==> config.mk <==
export PLATFORM = sky130hd
export DESIGN_NAME = bcff_controller
export DESIGN_NICKNAME = d
export VERILOG_FILES = /design/src/rtl/core/bcff_pkg.sv /design/src/rtl/core/bcff_controller.sv
export SDC_FILE = /design/constraint.sdc
export NUM_CORES = 1
export LEC_CHECK = 0
export BUFFER_PORTS_ARGS = -buffer_cell sky130_fd_sc_hd__buf_4
export CORE_MARGIN = 2
export CORE_UTILIZATION = 45
export CTS_CLUSTER_DIAMETER = 150
export CTS_CLUSTER_SIZE = 8
export DETAILED_ROUTE_END_ITERATION = 10
export PLACE_DENSITY_LB_ADDON = 0.15
export SLEW_MARGIN = 20
export SYNTH_ARGS = -nofsm -noshare
export SYNTH_HDL_FRONTEND = slang
export SYNTH_SLANG_ARGS = --single-unit
==> constraint.sdc <==
create_clock -name aclk -period 2.2 [get_ports aclk]
set_clock_uncertainty 0.05 [all_clocks]
set_input_delay 0 -clock aclk [delete_from_list [all_inputs] [get_ports aclk]]
set_output_delay 0 -clock aclk [all_outputs]
set_load 0.005 [all_outputs]
==> src/rtl/core/bcff_pkg.sv <==
// ----------------------------------------------------------------------------
// bcff_pkg
// Shared types and codes for the blob centroid flood fill block.
// ----------------------------------------------------------------------------
package bcff_pkg;

    localparam int COORD_W  = 10;
    localparam int GREY_W   = 8;
    localparam int OUT_W    = 18;
    localparam int STATUS_W = 2;
    localparam int MARK_W   = 2;

    localparam logic [OUT_W-1:0] OUT_MAX = '1;

    typedef enum logic [MARK_W-1:0] {
        MARK_EMPTY     = 2'd0,
        MARK_PROCESSED = 2'd1,
        MARK_OBJECT    = 2'd2
    } mark_t;

    typedef enum logic [STATUS_W-1:0] {
        STATUS_VALID     = 2'd0,
        STATUS_EDGE_SKIP = 2'd1,
        STATUS_ZERO_SUM  = 2'd2
    } status_t;

    typedef enum logic {
        OP_LOAD  = 1'b0,
        OP_QUERY = 1'b1
    } op_t;

    // column register update select
    typedef enum logic [2:0] {
        XS_HOLD,
        XS_INC,
        XS_DEC,
        XS_ORIG1,
        XS_START
    } xsel_t;

    typedef enum logic [3:0] {
        ST_IDLE,
        ST_START_RD,
        ST_START_EV,
        ST_LEFT_RD,
        ST_LEFT_EV,
        ST_RIGHT_CHK,
        ST_RIGHT_EV,
        ST_SEARCH_CHK,
        ST_SEARCH_EV,
        ST_NEXT_ROW,
        ST_DRAIN,
        ST_DIVX,
        ST_DIVX_WAIT,
        ST_DIVY,
        ST_DIVY_WAIT,
        ST_FINISH
    } state_t;

    typedef struct packed {
        logic  load_we;
        logic  q_init;
        xsel_t x_sel;
        logic  set_orig;
        logic  set_start;
        logic  set_end;
        logic  row_inc;
        logic  take;
        logic  div_start;
        logic  div_sel_y;
        logic  cap_x;
        logic  cap_y;
        logic  out_load;
    } dp_cmd_t;

    typedef struct packed {
        logic in_query;
        logic in_load_ok;
        logic in_col_edge;
        logic in_row_out;
        logic mark_obj;
        logic mark_empty;
        logic x_zero;
        logic x_lt_end;
        logic x_lt_cols;
        logic y1_lt_rows;
        logic sum_zero;
        logic div_done;
        logic out_free;
    } dp_stat_t;

endpackage

==> src/rtl/core/bcff_controller.sv <==
// ----------------------------------------------------------------------------
// bcff_controller
// Sequencer for loads, the row-by-row fill walk and the two divisions.
// ----------------------------------------------------------------------------
module bcff_controller (
    input  logic               aclk,
    input  logic               aresetn,
    input  logic               s_valid,
    output logic               s_ready,
    input  bcff_pkg::dp_stat_t stat,
    output bcff_pkg::dp_cmd_t  cmd
);

    bcff_pkg::state_t state_reg, state_next;

    always_ff @(posedge aclk) begin
        if (!aresetn) begin
            state_reg <= bcff_pkg::ST_IDLE;
        end else begin
            state_reg <= state_next;
        end
    end

    always_comb begin
        state_next = state_reg;
        unique case (state_reg)
            bcff_pkg::ST_IDLE: begin
                if (s_valid && stat.in_query) begin
                    priority if (stat.in_col_edge) state_next = bcff_pkg::ST_FINISH;
                    else if (stat.in_row_out)      state_next = bcff_pkg::ST_DRAIN;
                    else                           state_next = bcff_pkg::ST_START_RD;
                end
            end
            bcff_pkg::ST_START_RD: state_next = bcff_pkg::ST_START_EV;
            bcff_pkg::ST_START_EV: begin
                priority if (!stat.mark_obj) state_next = bcff_pkg::ST_SEARCH_CHK;
                else if (stat.x_zero)        state_next = bcff_pkg::ST_RIGHT_CHK;
                else                         state_next = bcff_pkg::ST_LEFT_RD;
            end
            bcff_pkg::ST_LEFT_RD: state_next = bcff_pkg::ST_LEFT_EV;
            bcff_pkg::ST_LEFT_EV: begin
                if (stat.mark_obj && !stat.x_zero) state_next = bcff_pkg::ST_LEFT_RD;
                else                               state_next = bcff_pkg::ST_RIGHT_CHK;
            end
            bcff_pkg::ST_RIGHT_CHK: begin
                state_next = stat.x_lt_cols ? bcff_pkg::ST_RIGHT_EV : bcff_pkg::ST_NEXT_ROW;
            end
            bcff_pkg::ST_RIGHT_EV: begin
                state_next = stat.mark_obj ? bcff_pkg::ST_RIGHT_CHK : bcff_pkg::ST_NEXT_ROW;
            end
            bcff_pkg::ST_SEARCH_CHK: begin
                state_next = stat.x_lt_end ? bcff_pkg::ST_SEARCH_EV : bcff_pkg::ST_DRAIN;
            end
            bcff_pkg::ST_SEARCH_EV: begin
                priority if (stat.mark_empty) state_next = bcff_pkg::ST_SEARCH_CHK;
                else if (stat.mark_obj)       state_next = bcff_pkg::ST_RIGHT_CHK;
                else                          state_next = bcff_pkg::ST_NEXT_ROW;
            end
            bcff_pkg::ST_NEXT_ROW: begin
                state_next = stat.y1_lt_rows ? bcff_pkg::ST_START_RD : bcff_pkg::ST_DRAIN;
            end
            bcff_pkg::ST_DRAIN: state_next = bcff_pkg::ST_DIVX;
            bcff_pkg::ST_DIVX: begin
                state_next = stat.sum_zero ? bcff_pkg::ST_FINISH : bcff_pkg::ST_DIVX_WAIT;
            end
            bcff_pkg::ST_DIVX_WAIT: if (stat.div_done) state_next = bcff_pkg::ST_DIVY;
            bcff_pkg::ST_DIVY:      state_next = bcff_pkg::ST_DIVY_WAIT;
            bcff_pkg::ST_DIVY_WAIT: if (stat.div_done) state_next = bcff_pkg::ST_FINISH;
            bcff_pkg::ST_FINISH:    if (stat.out_free) state_next = bcff_pkg::ST_IDLE;
            default:                state_next = bcff_pkg::ST_IDLE;
        endcase
    end

    always_comb begin
        cmd     = '0;
        s_ready = 1'b0;
        unique case (state_reg)
            bcff_pkg::ST_IDLE: begin
                s_ready = 1'b1;
                if (s_valid) begin
                    cmd.q_init  = stat.in_query;
                    cmd.load_we = !stat.in_query && stat.in_load_ok;
                end
            end
            bcff_pkg::ST_START_EV: begin
                if (stat.mark_obj) begin
                    cmd.take     = 1'b1;
                    cmd.set_orig = 1'b1;
                    cmd.x_sel    = stat.x_zero ? bcff_pkg::XS_INC : bcff_pkg::XS_DEC;
                end
            end
            bcff_pkg::ST_LEFT_EV: begin
                if (stat.mark_obj) begin
                    cmd.take      = 1'b1;
                    cmd.set_start = 1'b1;
                    cmd.x_sel     = stat.x_zero ? bcff_pkg::XS_ORIG1 : bcff_pkg::XS_DEC;
                end else begin
                    cmd.x_sel = bcff_pkg::XS_ORIG1;
                end
            end
            bcff_pkg::ST_RIGHT_CHK: cmd.set_end = !stat.x_lt_cols;
            bcff_pkg::ST_RIGHT_EV: begin
                if (stat.mark_obj) begin
                    cmd.take  = 1'b1;
                    cmd.x_sel = bcff_pkg::XS_INC;
                end else begin
                    cmd.set_end = 1'b1;
                end
            end
            bcff_pkg::ST_SEARCH_EV: begin
                priority if (stat.mark_empty) begin
                    cmd.x_sel = bcff_pkg::XS_INC;
                end else if (stat.mark_obj) begin
                    cmd.set_start = 1'b1;
                    cmd.take      = 1'b1;
                    cmd.x_sel     = bcff_pkg::XS_INC;
                end else begin
                    // processed pixel: fills nothing, range ends before it
                    cmd.set_start = 1'b1;
                    cmd.set_end   = 1'b1;
                end
            end
            bcff_pkg::ST_NEXT_ROW: begin
                if (stat.y1_lt_rows) begin
                    cmd.row_inc = 1'b1;
                    cmd.x_sel   = bcff_pkg::XS_START;
                end
            end
            bcff_pkg::ST_DIVX:      cmd.div_start = !stat.sum_zero;
            bcff_pkg::ST_DIVX_WAIT: cmd.cap_x = stat.div_done;
            bcff_pkg::ST_DIVY: begin
                cmd.div_start = 1'b1;
                cmd.div_sel_y = 1'b1;
            end
            bcff_pkg::ST_DIVY_WAIT: cmd.cap_y = stat.div_done;
            bcff_pkg::ST_FINISH:    cmd.out_load = stat.out_free;
            default: begin
                cmd     = '0;
                s_ready = 1'b0;
            end
        endcase
    end

endmodule

# Word level (Yosys, flattened, before mapping)
# Index checks and enable logic that the tools add are counted.
op_classes:
  n_eq_ne: 19
  n_mux: 42
  reduce_logical: 10
op_table:
  columns: ["cell", "count"]
  rows:
  - ["4-bit one-hot mux with 16 select lines", 1]
  - ["4-bit 2-to-1 mux", 10]
  - ["4-bit == test (second input constant)", 8]
  - ["3-bit 2-to-1 mux", 6]
  - ["4-bit by 3-bit == test with 1-bit output (second input constant)", 4]
  - ["3-bit one-hot mux with 5 select lines", 1]
  - ["1-bit 2-to-1 mux", 14]
  - ["2-bit 2-to-1 mux", 6]
  - ["4-bit by 2-bit == test with 1-bit output (second input constant)", 2]
  - ["2-bit inequality test (second input constant)", 4]
  - ["1-bit one-hot mux with 2 select lines", 3]
  - ["4-bit by 1-bit == test with 1-bit output (second input constant)", 1]
  - ["1-bit logical NOT", 4]
  - ["4-bit logical NOT", 1]
  - ["4-bit AND reduction", 1]
  - ["1-bit logical AND", 3]
  - ["1-bit one-hot mux with 3 select lines", 1]
  - ["3-bit OR reduction", 1]
word_totals:
  regBits: 4
  input_bits: 16
  wordCells: 72

# Depth between registers and ports, before layout
depth:
  depth_word: 4
  mapped_depth: 6

# Worst setup path before layout
# No wires, ideal clock.
synth_timing:
  path_type: "register -> register"
  from: "reg state_reg[1]"
  to: "reg state_reg[1]"
  setup_ns: 0.122
  t_arrival_ns: 1.402
  required_ns: 2.028
  path_slack_ns: 0.627
  path_stages_with_launch: 6
  path_buffers: 0
  period_less_slack_ns: 1.573
  path_cell_list: "dfxtp_1 nor2b_1 a22oi_1 nor2_1 o41a_1 o311a_1"
synth_via:
  elab_chain_len: 3
  elab_cells_between_ends: 22
synth_rtl:
  columns: ["item", "line", "text"]
  rows:
  - ["start, declared", "bcff_controller.sv:14", "bcff_pkg::state_t state_reg, state_next;"]
  - ["start signal, assigned", "bcff_controller.sv:18", "state_reg <= bcff_pkg::ST_IDLE;"]
  - ["start signal, assigned", "bcff_controller.sv:20", "state_reg <= state_next;"]
  - ["4-bit == test or 4-bit logical NOT (tied branches)", "bcff_controller.sv:26", "unique case (state_reg)"]
  - ["2-bit inequality test (no source line)", null, null]
  - ["4-bit AND reduction (no source line)", null, null]
# Several ways; a longest one is shown, not always the timed one.
# A chain may end at the register's enable or synchronous reset.

==> metrics.md <==
| Metric | Value |
|---|---|
| Crit path kind | flip-flop to output pin |
| Core Region | 1330 um^2 |
| Global-route wire length before repair | ~3200 um |
| Pin count of the biggest net entering global routing | 25 |
| Grt ovf | 0 |
| Placed Instances | 147 |
| Die Ht | 42.4 um |
| Drt first pass iters | 4 |
| Syn Std Cell Area | roughly 660 um^2 |
| DRC | 0 |
| PnR worst setup slack | 320 ps |
| Distinct cells, synth | 32 |
| Pwr Density | 956 nW/um^2 |
| Commonest non-fill, non-tap cell in the layout | buf_4 |
| Mapped Cells | 106 |
| Final Setup Violations | 0 |
| Ant diodes | 0 |
| Deepest clock path buffer count | 2 |
| Worst setup SP type | flip-flop |
| H-tree depth | 1 |
| WP data arrival | between 1500 and 2000 ps |
| Final WL | between 1500 and 2000 um |
| Fin crit share | 85.5% |
| Slowest CP cell | dfxtp_1 |
| Req. time, crit path | 2150 ps |
| Root Driver | clkbuf_4 |
| Routed via count | 876 |
| Worst hold path class | primary input to flip-flop |
| DRT iter0 DRCs | 29 |
| GR peak layer | met2 |
| VDD IR max | roughly 0.7 mV |
| GR Util met2 | 39.1% |
| Most frequent cells in the layout | 34 x buf_4, 13 x nand2_1, 12 x nor2_1 |
| Warnings, synthesis | 0 |
| Drt via density | 5.80 |
| Hold Vio Cnt, Final | 0 |
| Register-to-Register Path Depth | 3 |
| Post-CTS sizing | 0 |
| Average size of a mapped cell | 6.27 um^2 |
| Synthesized flop and latch total | 4 |
| Syn_nets | about 120 |
| Share of cells above drive strength 1 | between 20% and 30% |
| Sequential fraction of the synthesis area | 12.1% |
| Reg clk slew, reported paths | 40 ps |
| Rows | 13 |
| Clk Latency, worst-skew pair | 240 ps |
| Max FFs per register | 4 |
| Slew Viols, Final | 0 |
| Tmin final | approximately 1900 ps |
| Status | completed |
| Tightest Pin Transition | roughly 730 ps |
| Non-Filler Instances | 151 |
| Post-place setup slack | 396 ps |
| Crit-path max FO | 22 |
| Die area | 1800 um^2 |
| Vias in the first global route | 759 |
| Clk sinks | 4 |
| Fin area | around 930 um^2 |
| Antenna-violating nets left | 0 |
| TNS Setup | 0 ps |
| Placed inst area | 901 um^2 |
| Slew HR | 51.3% |
| DR WL/cell | between 10 and 15 um |
| Met1 Use GR | 24.6% |
| Global placement routability congestion | 0.879 |
| Initial Utilization | around half |
| I/O Buffers | 31 |
| CP max stage delay | 750 ps |
| CTS tree | built |
| Final net count | 154 |
| Worst Setup End Kind | output pin |
| Leakage | 0.431 nW |
| # fillers | between 100 and 150 |
| DPL Wire Length | approximately 1500 um |
| Met3 Use GR | 4.74% |
| Total track usage | 22.3% |
| Overall Power | 892 uW |
| Fmax | between 0.5 and 0.6 GHz |
| Worst Hold Depth | 3 |
| I/O pins | 32 |
| Max Cap Viol | 0 |
| Area Growth Syn to Fin | 40.5% |
| Initial antenna violation count | 0 |
| RSZ-0062 raised after global routing | false |
| CTS Buf Count | 3 |
| Die width | 42.4 um |
| Crit-path cells | o21ai_0 > nor2_1 > a21oi_1 > o32a_1 > nand2_1 > buf_4 |
-- path summary, 6_finish.rpt --
kind | from | to | slack (ps)
worst max-delay path | state_reg[3] | cmd[10] | 320
worst min-delay path | stat[4] | state_reg[2] | 70
worst max register to register | state_reg[0] | state_reg[1] | 390
worst min register to register | state_reg[1] | state_reg[2] | 720
-- cell usage after synthesis --
| cell type | count | area share, % |
|---|---|---|
| nand2_1 | 13 | 7.3 |
| nor2_1 | 12 | 6.8 |
| a21oi_1 | 9 | 6.8 |
| nor2b_1 | 9 | 8.5 |
| nor3_1 | 8 | 6.0 |
| o21ai_0 | 8 | 6.0 |
| buf_2 | 6 | 4.5 |
| dfxtp_1 | 4 | 12 |
| a31oi_1 | 3 | 2.8 |
| and3_1 | 3 | 2.8 |
| inv_1 | 3 | 1.7 |
| nand2b_1 | 3 | 2.8 |
| and3b_1 | 2 | 2.6 |
| clkbuf_1 | 2 | 1.1 |
| nand3b_1 | 2 | 2.3 |
| nor3b_1 | 2 | 2.3 |
| or4b_1 | 2 | 3.0 |
| a211o_1 | 1 | 1.3 |
| a22oi_1 | 1 | 1.1 |
| a2bb2oi_1 | 1 | 1.3 |
| a41oi_1 | 1 | 1.3 |
| and2_1 | 1 | 0.94 |
| and4b_1 | 1 | 1.5 |
| mux2_2 | 1 | 1.7 |
| nand3_1 | 1 | 0.75 |
| nor4_2 | 1 | 1.9 |
| nor4b_1 | 1 | 1.3 |
| o311a_1 | 1 | 1.5 |
| o311ai_0 | 1 | 1.3 |
| o31a_1 | 1 | 1.3 |
| o32a_1 | 1 | 1.5 |
| o41a_1 | 1 | 1.7 |
-- cells by family after synthesis --
logic type             Yosys count  synth area share [%]
AND/OR/NAND/NOR                 61                  50.8
AO/OA/AOI/OAI                   29                  28.1
flip-flops                       4                  12.1
multiplexers                     1                  1.69
buffers and inverters           11                  7.35
-- area by class of cell --
class | instances | area, um^2 | share of cell area (%)
repair buffers | 35 | 265 | 28.4
well taps | 15 | 18.8 | 2.01
inverters | 3 | 11.3 | 1.21
multi-input cells | 91 | 536 | 57.4
clock buffers | 3 | 22.5 | 2.41
flip-flops and latches | 4 | 80.1 | 8.58
-- repair_timing --
item,CTS,global route
setup buffers,0,0
hold endpoints to repair,2,0
hold buffers,1,0
-- metrics by stage --
stage,hold slack [ps],utilization [%]
floorplan,26.9,-
global placement,197,67.5
detailed placement,211,67.5
CTS,81.5,70.0
global route,121,70.0
finish,73.4,70.0
-- per-layer routing --
metal	vias to the layer above	share of wire, %
met1	391	40
met2	36	52
li1	445	-
met4	0	1.5
met3	4	6.6
met5	-	0
-- report_power, final --
| group | internal [mW] | switching (mW) |
|---|---|---|
| Combinational | 0.303 | 0.305 |
| Sequential | 0.102 | 0.0911 |
| Clock | 0.0610 | 0.0302 |
| Total | 0.466 | 0.426 |
-- critical path, delay by kind of cell (launching register included) --
family / cells / cell delay, ps
flops: 1 / 750
compound gates: 3 / 550
simple gates: 2 / 200
buf+inv: 1 / 100
No activity file was read; power rests on OpenSTA's default activity.
